**config.mk**
```make
export PLATFORM = sky130hd
export DESIGN_NAME = pixel_format_converter_flat
export DESIGN_NICKNAME = d
export VERILOG_FILES = /design/src/hw/rtl/pfc_pkg.sv /design/src/hw/rtl/pfc_stream_if.sv /design/src/hw/rtl/pfc_apb_regs.sv /design/src/hw/rtl/pfc_yuv2rgb.sv /design/src/hw/rtl/pfc_rgb_out.sv /design/src/hw/rtl/pixel_format_converter.sv /design/src/flat_wrapper.sv
export SDC_FILE = /design/constraint.sdc
export NUM_CORES = 2
export LEC_CHECK = 0
export BUFFER_PORTS_ARGS = -buffer_cell sky130_fd_sc_hd__clkbuf_2
export CORE_ASPECT_RATIO = 0.6
export CORE_UTILIZATION = 35
export CTS_CLUSTER_SIZE = 25
export DETAILED_ROUTE_END_ITERATION = 8
export PLACE_DENSITY = 0.61
export SLEW_MARGIN = 5
export SYNTH_ARGS = -nofsm -noshare
export SYNTH_HDL_FRONTEND = slang
export SYNTH_SLANG_ARGS = --single-unit
```
**constraint.sdc**
```tcl
create_clock -name clk_i -period 14.4 [get_ports clk_i]
set_input_delay 1.44 -clock clk_i [delete_from_list [all_inputs] [get_ports clk_i]]
set_output_delay 1.44 -clock clk_i [all_outputs]
set_load 0.1 [all_outputs]
```
**src/hw/rtl/pfc_pkg.sv**
```systemverilog
// shared types, format codes and coefficients of the pixel format converter
package pfc_pkg;

  // format codes
  localparam logic [2:0] FMT_GRAY8  = 3'd0;
  localparam logic [2:0] FMT_GRAY16 = 3'd1;
  localparam logic [2:0] FMT_RGB24  = 3'd2;
  localparam logic [2:0] FMT_RGB48  = 3'd3;
  localparam logic [2:0] FMT_RGBA32 = 3'd4;
  localparam logic [2:0] FMT_RGBA64 = 3'd5;
  localparam logic [2:0] FMT_YUV24  = 3'd6;

  // register indexes
  localparam logic REG_SRC_FORMAT = 1'b0;
  localparam logic REG_DST_FORMAT = 1'b1;

  // bit d of entry s set: conversion s to d is supported
  localparam logic [7:0] PAIR_OK [8] = '{8'h7F, 8'h7F, 8'h7F, 8'h7F,
                                         8'h14, 8'h28, 8'h4F, 8'h00};

  // bt.601 yuv to rgb, 16 fraction bits
  localparam int YC_K  = 76284;
  localparam int RV_K  = 104595;
  localparam int GU_K  = 25625;
  localparam int GV_K  = 53281;
  localparam int BU_K  = 132252;

  // upper clamp of a yuv to rgb sum: 255 with 16 fraction bits
  localparam logic [24:0] CLAMP_MAX = 25'd16711680;

  // gray weights, 16 fraction bits
  localparam logic [31:0] GRAY_R_K = 32'd19595;
  localparam logic [31:0] GRAY_G_K = 32'd38470;
  localparam logic [31:0] GRAY_B_K = 32'd7471;

  typedef struct packed {
    logic [2:0] src_format;
    logic [2:0] dst_format;
  } pfc_cfg_t;

  typedef struct packed {
    logic       unsup;
    logic       pass;
    logic       deep;
    logic       src_yuv;
    logic [2:0] dst;
  } pfc_ctl_t;

  typedef struct packed {
    pfc_ctl_t         ctl;
    logic [15:0]      r;
    logic [15:0]      g;
    logic [15:0]      b;
    logic [3:0][15:0] pass_ch;
  } pfc_rgb_t;

  typedef struct packed {
    logic [15:0] out0;
    logic [15:0] out1;
    logic [15:0] out2;
    logic [15:0] out3;
    logic        unsupported;
  } pfc_res_t;

  function automatic logic pair_ok(input logic [2:0] s, input logic [2:0] d);
    logic [7:0] row;
    row = PAIR_OK[s];
    return row[d];
  endfunction

  function automatic logic is_deep(input logic [2:0] f);
    return (f == FMT_GRAY16) || (f == FMT_RGB48) || (f == FMT_RGBA64);
  endfunction

endpackage

```
**src/hw/rtl/pfc_stream_if.sv**
```systemverilog
// pixel input and result channels with valid/ready handshake
interface pfc_in_if;
  logic        valid;
  logic        ready;
  logic [15:0] ch0;
  logic [15:0] ch1;
  logic [15:0] ch2;
  logic [15:0] ch3;

  modport source (output valid, output ch0, output ch1, output ch2, output ch3,
                  input ready);
  modport sink   (input valid, input ch0, input ch1, input ch2, input ch3,
                  output ready);
endinterface

interface pfc_out_if;
  logic        valid;
  logic        ready;
  logic [15:0] out0;
  logic [15:0] out1;
  logic [15:0] out2;
  logic [15:0] out3;
  logic        unsupported;

  modport source (output valid, output out0, output out1, output out2, output out3,
                  output unsupported, input ready);
  modport sink   (input valid, input out0, input out1, input out2, input out3,
                  input unsupported, output ready);
endinterface

```
**src/hw/rtl/pfc_apb_regs.sv**
```systemverilog
// apb configuration registers for source and destination format
module pfc_apb_regs (
  input  logic              clk_i,
  input  logic              rst_ni,
  input  logic              psel,
  input  logic              penable,
  input  logic              pwrite,
  input  logic [2:0]        paddr,
  input  logic [31:0]       pwdata,
  output logic [31:0]       prdata,
  output logic              pready,
  output pfc_pkg::pfc_cfg_t cfg_o
);
  import pfc_pkg::*;

  logic [2:0] src_q, src_d;
  logic [2:0] dst_q, dst_d;
  logic       wr_en;

  assign pready = 1'b1;
  assign wr_en  = psel && penable && pwrite;

  always_comb begin
    src_d = src_q;
    dst_d = dst_q;
    if (wr_en) begin
      unique case (paddr[2])
        REG_SRC_FORMAT: src_d = pwdata[2:0];
        REG_DST_FORMAT: dst_d = pwdata[2:0];
        default:        src_d = src_q;
      endcase
    end
  end

  always_ff @(posedge clk_i or negedge rst_ni) begin
    if (!rst_ni) begin
      src_q <= FMT_GRAY8;
      dst_q <= FMT_GRAY8;
    end else begin
      src_q <= src_d;
      dst_q <= dst_d;
    end
  end

  assign prdata = (paddr[2] == REG_DST_FORMAT) ? {29'd0, dst_q} : {29'd0, src_q};
  assign cfg_o  = '{src_format: src_q, dst_format: dst_q};

endmodule

```
**src/hw/rtl/pfc_yuv2rgb.sv**
```systemverilog
// stages one and two: decode, channel masking, yuv to rgb
module pfc_yuv2rgb (
  input  logic              clk_i,
  input  logic              rst_ni,
  input  pfc_pkg::pfc_cfg_t cfg_i,
  input  logic              in_valid_i,
  output logic              in_ready_o,
  input  logic [3:0][15:0]  ch_i,
  output logic              out_valid_o,
  input  logic              out_ready_i,
  output pfc_pkg::pfc_rgb_t out_o
);
  import pfc_pkg::*;

  function automatic logic [7:0] clamp_round(input logic signed [27:0] acc);
    logic [24:0] lim;
    logic [24:0] rnd;
    if (acc < 28'sd0) lim = '0;
    else if (acc > $signed({3'b000, CLAMP_MAX})) lim = CLAMP_MAX;
    else lim = acc[24:0];
    rnd = lim + 25'd32768;
    return rnd[23:16];
  endfunction

  // stage one
  logic                     s1_v_q;
  logic                     s1_ready;
  pfc_rgb_t                 s1_q, s1_d;
  logic signed [26:0]       pc_q, pre_q, pgd_q, pge_q, pbd_q;
  logic signed [26:0]       pc_d, pre_d, pgd_d, pge_d, pbd_d;
  // stage two
  logic                     s2_v_q;
  logic                     s2_ready;
  pfc_rgb_t                 s2_q, s2_d;

  logic [2:0]               s, d;
  logic                     deep;
  logic [15:0]              mask;
  logic [2:0]               nch;
  logic signed [9:0]        yc, ud, ve;
  logic signed [27:0]       r_acc, g_acc, b_acc;

  assign s = cfg_i.src_format;
  assign d = cfg_i.dst_format;

  always_comb begin
    deep = is_deep(s);
    mask = deep ? 16'hFFFF : 16'h00FF;
    if (s == FMT_GRAY8 || s == FMT_GRAY16) nch = 3'd1;
    else if (s == FMT_RGBA32 || s == FMT_RGBA64) nch = 3'd4;
    else nch = 3'd3;

    s1_d.ctl.unsup   = !pair_ok(s, d);
    s1_d.ctl.pass    = (s == d);
    s1_d.ctl.deep    = deep;
    s1_d.ctl.src_yuv = (s == FMT_YUV24);
    s1_d.ctl.dst     = d;
    for (int i = 0; i < 4; i++) begin
      s1_d.pass_ch[i] = (3'(i) < nch) ? (ch_i[i] & mask) : 16'd0;
    end
    if (s == FMT_GRAY8 || s == FMT_GRAY16) begin
      s1_d.r = ch_i[0] & mask;
      s1_d.g = ch_i[0] & mask;
      s1_d.b = ch_i[0] & mask;
    end else begin
      s1_d.r = ch_i[0] & mask;
      s1_d.g = ch_i[1] & mask;
      s1_d.b = ch_i[2] & mask;
    end

    yc = $signed({2'b00, ch_i[0][7:0]}) - 10'sd16;
    ud = $signed({2'b00, ch_i[1][7:0]}) - 10'sd128;
    ve = $signed({2'b00, ch_i[2][7:0]}) - 10'sd128;
    pc_d  = 27'(YC_K * yc);
    pre_d = 27'(RV_K * ve);
    pgd_d = 27'(GU_K * ud);
    pge_d = 27'(GV_K * ve);
    pbd_d = 27'(BU_K * ud);
  end

  // stage two: sum, clamp, round
  always_comb begin
    r_acc = 28'(pc_q) + 28'(pre_q);
    g_acc = 28'(pc_q) - 28'(pgd_q) - 28'(pge_q);
    b_acc = 28'(pc_q) + 28'(pbd_q);
    s2_d  = s1_q;
    if (s1_q.ctl.src_yuv) begin
      s2_d.r = {8'd0, clamp_round(r_acc)};
      s2_d.g = {8'd0, clamp_round(g_acc)};
      s2_d.b = {8'd0, clamp_round(b_acc)};
    end
  end

  assign s2_ready   = !s2_v_q || out_ready_i;
  assign s1_ready   = !s1_v_q || s2_ready;
  assign in_ready_o = s1_ready;

  always_ff @(posedge clk_i or negedge rst_ni) begin
    if (!rst_ni) begin
      s1_v_q <= 1'b0;
      s2_v_q <= 1'b0;
    end else begin
      if (s1_ready) s1_v_q <= in_valid_i;
      if (s2_ready) s2_v_q <= s1_v_q;
    end
  end

  always_ff @(posedge clk_i) begin
    if (s1_ready && in_valid_i) begin
      s1_q  <= s1_d;
      pc_q  <= pc_d;
      pre_q <= pre_d;
      pgd_q <= pgd_d;
      pge_q <= pge_d;
      pbd_q <= pbd_d;
    end
    if (s2_ready && s1_v_q) begin
      s2_q <= s2_d;
    end
  end

  assign out_valid_o = s2_v_q;
  assign out_o       = s2_q;

endmodule

```
**src/hw/rtl/pfc_rgb_out.sv**
```systemverilog
// stages three and four: gray and yuv weighting, output formatting
module pfc_rgb_out (
  input  logic              clk_i,
  input  logic              rst_ni,
  input  logic              in_valid_i,
  output logic              in_ready_o,
  input  pfc_pkg::pfc_rgb_t in_i,
  output logic              out_valid_o,
  input  logic              out_ready_i,
  output pfc_pkg::pfc_res_t out_o
);
  import pfc_pkg::*;

  // stage three
  logic        s3_v_q;
  logic        s3_ready;
  pfc_rgb_t    s3_q;
  logic [31:0] gr_q, gg_q, gb_q, gr_d, gg_d, gb_d;
  logic [15:0] yr_q, yg_q, yb_q, ur_q, ug_q, ub_q, vr_q, vg_q, vb_q;
  logic [15:0] yr_d, yg_d, yb_d, ur_d, ug_d, ub_d, vr_d, vg_d, vb_d;
  // stage four
  logic        s4_v_q;
  logic        s4_ready;
  pfc_res_t    s4_q, s4_d;

  logic [7:0]  r8, g8, b8;
  logic [32:0] gacc;
  logic [15:0] gray;
  logic [16:0] ysum;
  logic [17:0] usum, vsum;
  logic [7:0]  y8, u8, v8;

  always_comb begin
    r8 = in_i.ctl.deep ? in_i.r[15:8] : in_i.r[7:0];
    g8 = in_i.ctl.deep ? in_i.g[15:8] : in_i.g[7:0];
    b8 = in_i.ctl.deep ? in_i.b[15:8] : in_i.b[7:0];
    gr_d = {16'd0, in_i.r} * GRAY_R_K;
    gg_d = {16'd0, in_i.g} * GRAY_G_K;
    gb_d = {16'd0, in_i.b} * GRAY_B_K;
    yr_d = {8'd0, r8} * 16'd66;
    yg_d = {8'd0, g8} * 16'd129;
    yb_d = {8'd0, b8} * 16'd25;
    ur_d = {8'd0, r8} * 16'd38;
    ug_d = {8'd0, g8} * 16'd74;
    ub_d = {8'd0, b8} * 16'd112;
    vr_d = {8'd0, r8} * 16'd112;
    vg_d = {8'd0, g8} * 16'd94;
    vb_d = {8'd0, b8} * 16'd18;
  end

  always_comb begin
    gacc = 33'(gr_q) + 33'(gg_q) + 33'(gb_q) + 33'd32768;
    gray = gacc[31:16];
    ysum = 17'(yr_q) + 17'(yg_q) + 17'(yb_q);
    y8   = ysum[15:8] + 8'd16;
    // offset keeps the sum positive, so bits 15:8 give floor(x/256)+128
    usum = 18'd32768 + 18'(ub_q) - 18'(ur_q) - 18'(ug_q);
    vsum = 18'd32768 + 18'(vr_q) - 18'(vg_q) - 18'(vb_q);
    u8   = usum[15:8];
    v8   = vsum[15:8];

    s4_d = '0;
    if (s3_q.ctl.unsup) begin
      s4_d.unsupported = 1'b1;
    end else if (s3_q.ctl.pass) begin
      s4_d.out0 = s3_q.pass_ch[0];
      s4_d.out1 = s3_q.pass_ch[1];
      s4_d.out2 = s3_q.pass_ch[2];
      s4_d.out3 = s3_q.pass_ch[3];
    end else begin
      unique case (s3_q.ctl.dst)
        FMT_GRAY8: begin
          s4_d.out0 = s3_q.ctl.deep ? {8'd0, gray[15:8]} : gray;
        end
        FMT_GRAY16: begin
          s4_d.out0 = s3_q.ctl.deep ? gray : {gray[7:0], 8'd0};
        end
        FMT_RGB24, FMT_RGBA32: begin
          s4_d.out0 = s3_q.ctl.deep ? {8'd0, s3_q.r[15:8]} : s3_q.r;
          s4_d.out1 = s3_q.ctl.deep ? {8'd0, s3_q.g[15:8]} : s3_q.g;
          s4_d.out2 = s3_q.ctl.deep ? {8'd0, s3_q.b[15:8]} : s3_q.b;
          s4_d.out3 = (s3_q.ctl.dst == FMT_RGBA32) ? 16'h00FF : 16'h0000;
        end
        FMT_RGB48, FMT_RGBA64: begin
          s4_d.out0 = s3_q.ctl.deep ? s3_q.r : {s3_q.r[7:0], 8'd0};
          s4_d.out1 = s3_q.ctl.deep ? s3_q.g : {s3_q.g[7:0], 8'd0};
          s4_d.out2 = s3_q.ctl.deep ? s3_q.b : {s3_q.b[7:0], 8'd0};
          s4_d.out3 = (s3_q.ctl.dst == FMT_RGBA64) ? 16'hFFFF : 16'h0000;
        end
        FMT_YUV24: begin
          s4_d.out0 = {8'd0, y8};
          s4_d.out1 = {8'd0, u8};
          s4_d.out2 = {8'd0, v8};
        end
        default: s4_d = '0;
      endcase
    end
  end

  assign s4_ready   = !s4_v_q || out_ready_i;
  assign s3_ready   = !s3_v_q || s4_ready;
  assign in_ready_o = s3_ready;

  always_ff @(posedge clk_i or negedge rst_ni) begin
    if (!rst_ni) begin
      s3_v_q <= 1'b0;
      s4_v_q <= 1'b0;
    end else begin
      if (s3_ready) s3_v_q <= in_valid_i;
      if (s4_ready) s4_v_q <= s3_v_q;
    end
  end

  always_ff @(posedge clk_i) begin
    if (s3_ready && in_valid_i) begin
      s3_q <= in_i;
      gr_q <= gr_d;
      gg_q <= gg_d;
      gb_q <= gb_d;
      yr_q <= yr_d;
      yg_q <= yg_d;
      yb_q <= yb_d;
      ur_q <= ur_d;
      ug_q <= ug_d;
      ub_q <= ub_d;
      vr_q <= vr_d;
      vg_q <= vg_d;
      vb_q <= vb_d;
    end
    if (s4_ready && s3_v_q) begin
      s4_q <= s4_d;
    end
  end

  assign out_valid_o = s4_v_q;
  assign out_o       = s4_q;

endmodule

```
**src/hw/rtl/pixel_format_converter.sv**
```systemverilog
// top level of the pixel format converter
//
// Converts one pixel per transaction between gray8, gray16, rgb24, rgb48, rgba32,
// rgba64 and yuv24, as chosen by the src_format (address 0) and dst_format
// (address 4) registers; write them only while no pixel is in flight. The block
// accepts one pixel every cycle when the output side is not stalled. The four
// register stages are: decode and yuv to rgb products, yuv sum with clamp and
// rounding, gray and yuv weight products, then the final sums and output
// formatting in the output register. Any stall at the output backs up stage by
// stage, so bubbles are squeezed out and nothing is dropped. An unsupported
// format pair (or code seven) gives zero channels with the unsupported flag set.
module pixel_format_converter (
  input  logic         clk_i,
  input  logic         rst_ni,
  // configuration port
  input  logic         psel,
  input  logic         penable,
  input  logic         pwrite,
  input  logic [2:0]   paddr,
  input  logic [31:0]  pwdata,
  output logic [31:0]  prdata,
  output logic         pready,
  // pixel channels
  pfc_in_if.sink       pix_i,
  pfc_out_if.source    pix_o
);
  import pfc_pkg::*;

  pfc_cfg_t         cfg;
  logic [3:0][15:0] ch;
  logic             mid_valid;
  logic             mid_ready;
  pfc_rgb_t         mid;
  pfc_res_t         res;

  pfc_apb_regs u_regs (
    .clk_i   (clk_i),
    .rst_ni  (rst_ni),
    .psel    (psel),
    .penable (penable),
    .pwrite  (pwrite),
    .paddr   (paddr),
    .pwdata  (pwdata),
    .prdata  (prdata),
    .pready  (pready),
    .cfg_o   (cfg)
  );

  // channel order: gray/red/luma, green/u, blue/v, alpha
  assign ch = {pix_i.ch3, pix_i.ch2, pix_i.ch1, pix_i.ch0};

  // front half: masking, pass-through data and yuv to rgb
  pfc_yuv2rgb u_yuv2rgb (
    .clk_i       (clk_i),
    .rst_ni      (rst_ni),
    .cfg_i       (cfg),
    .in_valid_i  (pix_i.valid),
    .in_ready_o  (pix_i.ready),
    .ch_i        (ch),
    .out_valid_o (mid_valid),
    .out_ready_i (mid_ready),
    .out_o       (mid)
  );

  // back half: gray, rgb to yuv and depth changes
  pfc_rgb_out u_rgb_out (
    .clk_i       (clk_i),
    .rst_ni      (rst_ni),
    .in_valid_i  (mid_valid),
    .in_ready_o  (mid_ready),
    .in_i        (mid),
    .out_valid_o (pix_o.valid),
    .out_ready_i (pix_o.ready),
    .out_o       (res)
  );

  assign pix_o.out0        = res.out0;
  assign pix_o.out1        = res.out1;
  assign pix_o.out2        = res.out2;
  assign pix_o.out3        = res.out3;
  assign pix_o.unsupported = res.unsupported;

endmodule

```
**src/flat_wrapper.sv**
```systemverilog
// flat-port wrapper written by rule: the top's interface ports become plain ports
module pixel_format_converter_flat import pfc_pkg::*;
  (clk_i, rst_ni, psel, penable, pwrite, paddr, pwdata, prdata, pready, pix_i_valid, pix_i_ch0, pix_i_ch1, pix_i_ch2, pix_i_ch3, pix_i_ready, pix_o_valid, pix_o_out0, pix_o_out1, pix_o_out2, pix_o_out3, pix_o_unsupported, pix_o_ready);
  pfc_in_if pix_i_i ();
  pfc_out_if pix_o_i ();
  input  logic clk_i;
  input  logic rst_ni;
  input  logic psel;
  input  logic penable;
  input  logic pwrite;
  input  logic [2:0] paddr;
  input  logic [31:0] pwdata;
  output logic [31:0] prdata;
  output logic pready;
  input wire logic [$bits(pix_i_i.valid)-1:0] pix_i_valid;
  input wire logic [$bits(pix_i_i.ch0)-1:0] pix_i_ch0;
  input wire logic [$bits(pix_i_i.ch1)-1:0] pix_i_ch1;
  input wire logic [$bits(pix_i_i.ch2)-1:0] pix_i_ch2;
  input wire logic [$bits(pix_i_i.ch3)-1:0] pix_i_ch3;
  output wire logic [$bits(pix_i_i.ready)-1:0] pix_i_ready;
  output wire logic [$bits(pix_o_i.valid)-1:0] pix_o_valid;
  output wire logic [$bits(pix_o_i.out0)-1:0] pix_o_out0;
  output wire logic [$bits(pix_o_i.out1)-1:0] pix_o_out1;
  output wire logic [$bits(pix_o_i.out2)-1:0] pix_o_out2;
  output wire logic [$bits(pix_o_i.out3)-1:0] pix_o_out3;
  output wire logic [$bits(pix_o_i.unsupported)-1:0] pix_o_unsupported;
  input wire logic [$bits(pix_o_i.ready)-1:0] pix_o_ready;
  assign pix_i_i.valid = pix_i_valid;
  assign pix_i_i.ch0 = pix_i_ch0;
  assign pix_i_i.ch1 = pix_i_ch1;
  assign pix_i_i.ch2 = pix_i_ch2;
  assign pix_i_i.ch3 = pix_i_ch3;
  assign pix_i_ready = pix_i_i.ready;
  assign pix_o_valid = pix_o_i.valid;
  assign pix_o_out0 = pix_o_i.out0;
  assign pix_o_out1 = pix_o_i.out1;
  assign pix_o_out2 = pix_o_i.out2;
  assign pix_o_out3 = pix_o_i.out3;
  assign pix_o_unsupported = pix_o_i.unsupported;
  assign pix_o_i.ready = pix_o_ready;
  pixel_format_converter u_core (.clk_i(clk_i), .rst_ni(rst_ni), .psel(psel), .penable(penable), .pwrite(pwrite), .paddr(paddr), .pwdata(pwdata), .prdata(prdata), .pready(pready), .pix_i(pix_i_i), .pix_o(pix_o_i));
endmodule
```
# Yosys cells after proc, flatten, opt, wreduce, memory -nomap -nowiden
# Memory sizes are Yosys's and may differ from the RTL's.
# Index checks and enable logic that the tools add are counted.
word_totals:
  ff_bits: 767
  latch_bits: 0
  mem_bits_ro: 64
  ramBits: 0
  wordCells: 197
  n_memories: 1
classes:
  n_mul: 17
  shift: 0
  bitwise: 6
  div: 0
  eq_ne: 12
  magnitude_cmp: 12
  addsub: 22
  reduce_logical: 25
  mux: 37
memory_table:
  columns: ["memory", "depth", "width", "read_ports", "rd_ports_with_merged_regs", "wr", "line_no", "source"]
  rows:
  - ["(no name shown)", 8, 8, 1, 0, 0, "pfc_pkg.sv:67", "row = PAIR_OK[s];"]
op_table:
  columns: ["operator", "count"]
  rows:
  - ["$mux 24", 9]
  - ["$mux 16", 10]
  - ["$pmux 32 s3", 1]
  - ["$gt 28x25->1 const B", 3]
  - ["$lt 28x1->1 const B", 3]
  - ["$pmux 16 s5", 1]
  - ["$add 24x16->24 const B", 3]
  - ["$and 16x16->16", 4]
  - ["$mux 64", 1]
  - ["$mul 16x15->31 const B", 2]
  - ["$add 27x27->28", 2]
  - ["$mul 16x9->25 const A", 2]
  - ["$mux 8", 6]
  - ["$mul 8x6->14 const B", 3]
  - ["$mux 40", 1]
  - ["$add 16x15->16 const A", 2]
  - ["$add 31x32->32", 1]
  - ["$add 32x16->32 const B", 1]
  - ["$add 32x29->32", 1]
  - ["$mux 32", 1]
  - ["$pmux 16 s2", 1]
  - ["$sub 16x15->16", 2]
  - ["$mul 16x13->29 const B", 1]
  - ["$sub 27x25->28", 1]
  - ["34 further kinds", 69]

# Logic depth before layout (Yosys ltp)
logic_depth:
  depth_word: 8
  depth_mapped: 23

# Cells and area by module
# From an unflattened synthesis, not the netlist that was laid out.
unflattened:
  cells_unflattened: 5769
  hier_area_um2: 63462.1
by_module_without_submodules:
  columns: ["module", "instances", "seq_area_each_um2", "area_each_um2", "cells_per_inst"]
  rows:
  - ["pfc_rgb_out", 1, 11400.9, 34709.5, 3139]
  - ["pfc_yuv2rgb", 1, 10950.5, 28232.1, 2581]
  - ["pfc_apb_regs", 1, 150.1, 520.5, 49]

# Least setup slack after synthesis
# No wires, ideal clock.
synth_timing:
  path_type: "in2reg"
  start: "input pix_o_ready"
  end: "register u_core.u_rgb_out.gb_q[10] (enable)"
  cell_stages: 3
  setup_slack_ps: 5039
  n_path_buf: 0
  t_arrival_ps: 8648
  setup_time_ps: 713
  cell_sequence: "nor2b_1 -> nand2_1 -> and2_1"
synth_via:
  elab_chain_cells: 3
synth_lines:
  columns: ["element", "line_no", "source"]
  rows:
  - ["from (decl)", "flat_wrapper.sv:27", "input wire logic [$bits(pix_o_i.ready)-1:0] pix_o_ready;"]
  - ["$logic_or 1x1->1", "pfc_rgb_out.sv:100", "assign s4_ready = !s4_v_q || out_ready_i;"]
  - ["$logic_or 1x1->1", "pfc_rgb_out.sv:101", "assign s3_ready = !s3_v_q || s4_ready;"]
  - ["$logic_and 1x1->1", "pfc_rgb_out.sv:115", "if (s3_ready && in_valid_i) begin"]
  - ["to (signal assigned)", "pfc_rgb_out.sv:119", "gb_q <= gb_d;"]
  - ["to (decl)", "pfc_rgb_out.sv:18", "logic [31:0] gr_q, gg_q, gb_q, gr_d, gg_d, gb_d;"]
# No other way between the ends.
# A chain may end at the register's enable or synchronous reset.

# Worst setup path after layout
layout_timing:
  start: "register u_core.u_yuv2rgb.s2_q (netlist bit u_core.u_yuv2rgb.out_o[84])"
  end: "register u_core.u_rgb_out.gg_q[30], data pin"
layout_via:
  elab_chain_cells: 1
layout_lines:
  columns: ["element", "line_no", "source"]
  rows:
  - ["from (decl)", "pfc_yuv2rgb.sv:34", "pfc_rgb_t s2_q, s2_d;"]
  - ["from (signal assigned)", "pfc_yuv2rgb.sv:118", "s2_q <= s2_d;"]
  - ["$mul 16x15->31", "pfc_rgb_out.sv:38", "gg_d = {16'd0, in_i.g} * GRAY_G_K;"]
  - ["net u_core.u_rgb_out.gg_d[30]", "pfc_rgb_out.sv:18", null]
  - ["to (signal assigned)", "pfc_rgb_out.sv:118", "gg_q <= gg_d;"]
  - ["to (decl)", "pfc_rgb_out.sv:18", null]
# The timed path passes the listed nets, and every way through them passes these cells.

==> summary.md <==
| Metric | Value |
|---|---|
| Post-DP HPWL | `135000 µm` |
| Max Cap Violations | `0` |
| WL/cell | `21.0 µm` |
| Synthesized instance count | `5402` |
| Finish-stage setup viols | `0` |
| CP max stage cell | `o311ai_0` |
| Seq/Total Area, Yosys | `36.4%` |
| Fillcell total | `16600` |
| Starting Density | `35.5%` |
| Die X | `544 µm` |
| CP top delay family | `adder cells` |
| Post-Route Utilization | `39.2%` |
| CP Max Fanout | `9` |
| Commonest non-fill, non-tap cells in the layout | `ha_1, inv_1, edfxtp_1` |
| Largest net degree at the start of global routing | `126` |
| Initial drt markers | `4068` |
| Crit end category | `register` |
| Number of post-CTS setup repair buffers | `0` |
| Post-synth EDFFs | `740` |
| Clock latency on the worst-skew pair | `0.75 ns` |
| DR vias/cell | `5.12` |
| Final slew viol count | `0` |
| Layout area overhead | `10.2%` |
| Asr flop ratio synth | `1.33%` |
| Via count | `41000` |
| Achievable frequency | `0.132 GHz` |
| Crit. path cell count | `19` |
| Hold Crit Class | `reg -> reg` |
| Worst EP required | `14.96 ns` |
| CTS Buf Count | `83` |
| Worst-path cell chain | `ha_1 -> ha_1 -> fa_1 -> fa_1 -> inv_1 -> fa_1 -> inv_1 -> fa_1 -> ha_1 -> a21o_1 -> or4b_2 -> a41oi_1 -> o21ai_0 -> nand2_1 -> o211ai_1 -> o41a_1 -> a41o_1 -> o311ai_0 -> buf_4` |
| Commonest non-fill, non-tap cell in the layout | `ha_1` |
| Crit start category | `register` |
| Vias in the first global route | `39700` |
| Clk pin slew, worst setup/hold paths | `0.06 ns` |
| Worst EP arrival | `8.15 ns` |
| Worst hold path depth | `0` |
| Synth top area share | `36.0%` |
| Io pins | `206` |
| Crit share post-route | `52.8%` |
| Die Area | `178000 µm²` |
| Syn Area/Cell | `11.4 µm²` |
| Site row count | `118` |
| Global-route usage over all layers | `19.0%` |
| Layout cells sized above 1 | `6.72%` |
| Largest cells by area after synthesis | `edfxtp_1, ha_1, fa_1` |
| Buffer depth of the longest clock path | `3` |
| Critical path type | `reg -> reg` |
| Synthesized flop and latch total | `750` |
| Routed Antenna Nets | `0` |
| CTS tree | `built` |
| Clock tree sinks | `750` |
| First-pass GRT wire length | `252000 µm` |
| Core area | `174000 µm²` |
| RSZ-0062 raised after global routing | `false` |
| R2R cell count | `19` |
| CP peak stage delay | `1.06 ns` |
| GPL Wtd Cong | `0.923` |
| Final Skew | `0.0678 ns` |
| Relative slew slack | `15.8%` |
| Status | `finished clean` |
| Number of port buffers | `144` |
| Initial antenna violation count | `15` |
| Synth unique cells | `91` |
| Cell taking the most area after synthesis | `edfxtp_1` |
| Synth Warn # | `0` |
| Setup_tns | `0 ns` |
| Hold Vio Cnt, Final | `0` |
| Hold Buf Count CTS | `0` |
| Root Buffer | `clkbuf_16` |
| Nets@finish | `7164` |
| Final WL | `168000 µm` |
| Crit-path most repeated cell | `fa_1` |
| CTS H-tree lvls | `3` |
| Pre-antenna DRT Iters | `7` |
| Cell area after synthesis | `61700 µm²` |
| Synth Flop Type | `edfxtp_1` |
| Worst-Margin Slew | `1.25 ns` |
| Final critical-path required period | `7.60 ns` |
| # resized after CTS | `0` |
| Worst Path Buf+Inv | `3` |
| DRC viols | `0` |
| Total congestion overflow | `0` |
| Die Span Y | `327 µm` |
-- state kept, by name, indices dropped and copies added, names as in the netlist, 11 cells and up --
name,cells
u_core.u_rgb_out.vb_q,12
u_core.u_yuv2rgb.out_o,118
u_core.u_rgb_out.gr_q,30
u_core.u_yuv2rgb.pge_q,25
u_core.u_rgb_out.yr_q,13
u_core.u_rgb_out.vr_q,11
u_core.u_yuv2rgb.pre_q,27
u_core.u_rgb_out.vg_q,13
u_core.u_rgb_out.yg_q,16
u_core.u_yuv2rgb.pbd_q,24
u_core.u_rgb_out.s3_q,118
u_core.u_yuv2rgb.pgd_q,25
u_core.u_rgb_out.ug_q,12
u_core.u_yuv2rgb.pc_q,24
u_core.u_yuv2rgb.s1_q,119
u_core.u_rgb_out.gg_q,30
u_core.u_rgb_out.ur_q,11
u_core.u_rgb_out.out_o,65
u_core.u_rgb_out.gb_q,28
-- area by class of cell --
class / instances / area (µm²) / share of cell area [%]
inverters: 838 / 3150 / 4.62
flip-flops and latches: 750 / 22500 / 33.0
clock inverters: 57 / 632 / 0.929
clock buffers: 93 / 2110 / 3.11
repair buffers: 185 / 1040 / 1.53
multi-input cells: 3730 / 35700 / 52.5
well taps: 2340 / 2930 / 4.30
diodes: 2 / 5.00 / 0.00736
-- kinds of logic (layout without fill, tap and decap cells) --
logic type                 count (synthesis)  in the layout  synth area share [%]
other                                      2             32                0.0122
xor gates and xnor gates                 294            294                  4.17
buffers and inverters                    950           1173                  5.97
adders and majority gates               1471           1471                  34.8
muxes                                     63             63                  1.07
and+or+nand+nor                          903            903                  7.13
AOI/OAI and AO/OA                        969            969                  10.4
DFF                                      750            750                  36.4
-- stage by stage --
step                      cells  cell area, µm²  hold WS [ns]  setup slack, ns
after floorplan            5430           61800         0.400             5.04
after global placement     7843           65300         0.400             6.32
after detailed placement   7843           65300         0.405             6.31
after CTS                  7993           68000         0.382             7.03
after global routing       7993           68000         0.391             6.56
final                      7995           68000         0.387             6.80
-- synth_stat cells (all sizes together) (10+ instances only) --
| library cell | number |
|---|---|
| ha | 1059 |
| inv | 835 |
| edfxtp | 740 |
| fa | 411 |
| a21oi | 279 |
| nor2 | 242 |
| nand2 | 230 |
| xnor2 | 208 |
| o21ai | 183 |
| a21o | 102 |
| xor2 | 86 |
| clkbuf | 71 |
| nand3 | 64 |
| and3 | 60 |
| nor3 | 58 |
| nor2b | 57 |
| o21bai | 52 |
| o21a | 51 |
| a211oi | 48 |
| and2 | 43 |
| nand2b | 43 |
| buf | 41 |
| mux2i | 40 |
| a22oi | 29 |
| or3 | 29 |
| mux2 | 23 |
| a31oi | 21 |
| o211ai | 21 |
| nand4 | 19 |
| o31ai | 17 |
| o221ai | 16 |
| or2 | 15 |
| a311oi | 10 |
| dfrtp | 10 |
-- routing by layer --
layer	part of all wire [%]	vias to the layer above	track usage, %
li1	-	19300	-
met1	51	20000	30.8
met2	37	1471	24.8
met3	9.8	161	4.84
met4	1.6	10	3.58
met5	0.037	-	0
-- final timing paths --
path / startpoint / endpoint / slack [ns]
worst max-delay path: u_core.u_yuv2rgb.out_o[84] / u_core.u_rgb_out.gg_q[30] / 6.80
worst min-delay path: u_core.u_yuv2rgb.s1_q[4] / u_core.u_yuv2rgb.out_o[4] / 0.39
worst max register to register: u_core.u_yuv2rgb.out_o[84] / u_core.u_rgb_out.gg_q[30] / 6.80
worst min register to register: u_core.u_yuv2rgb.s1_q[4] / u_core.u_yuv2rgb.out_o[4] / 0.39
max in group asynchronous: rst_ni / u_core.u_rgb_out.s3_v_q / 13.63
min in group asynchronous: rst_ni / u_core.u_regs.src_q[2] / 0.56
Power is not shown: default switching activity piles up to over one toggle a cycle in this logic, so the estimate is an artifact.
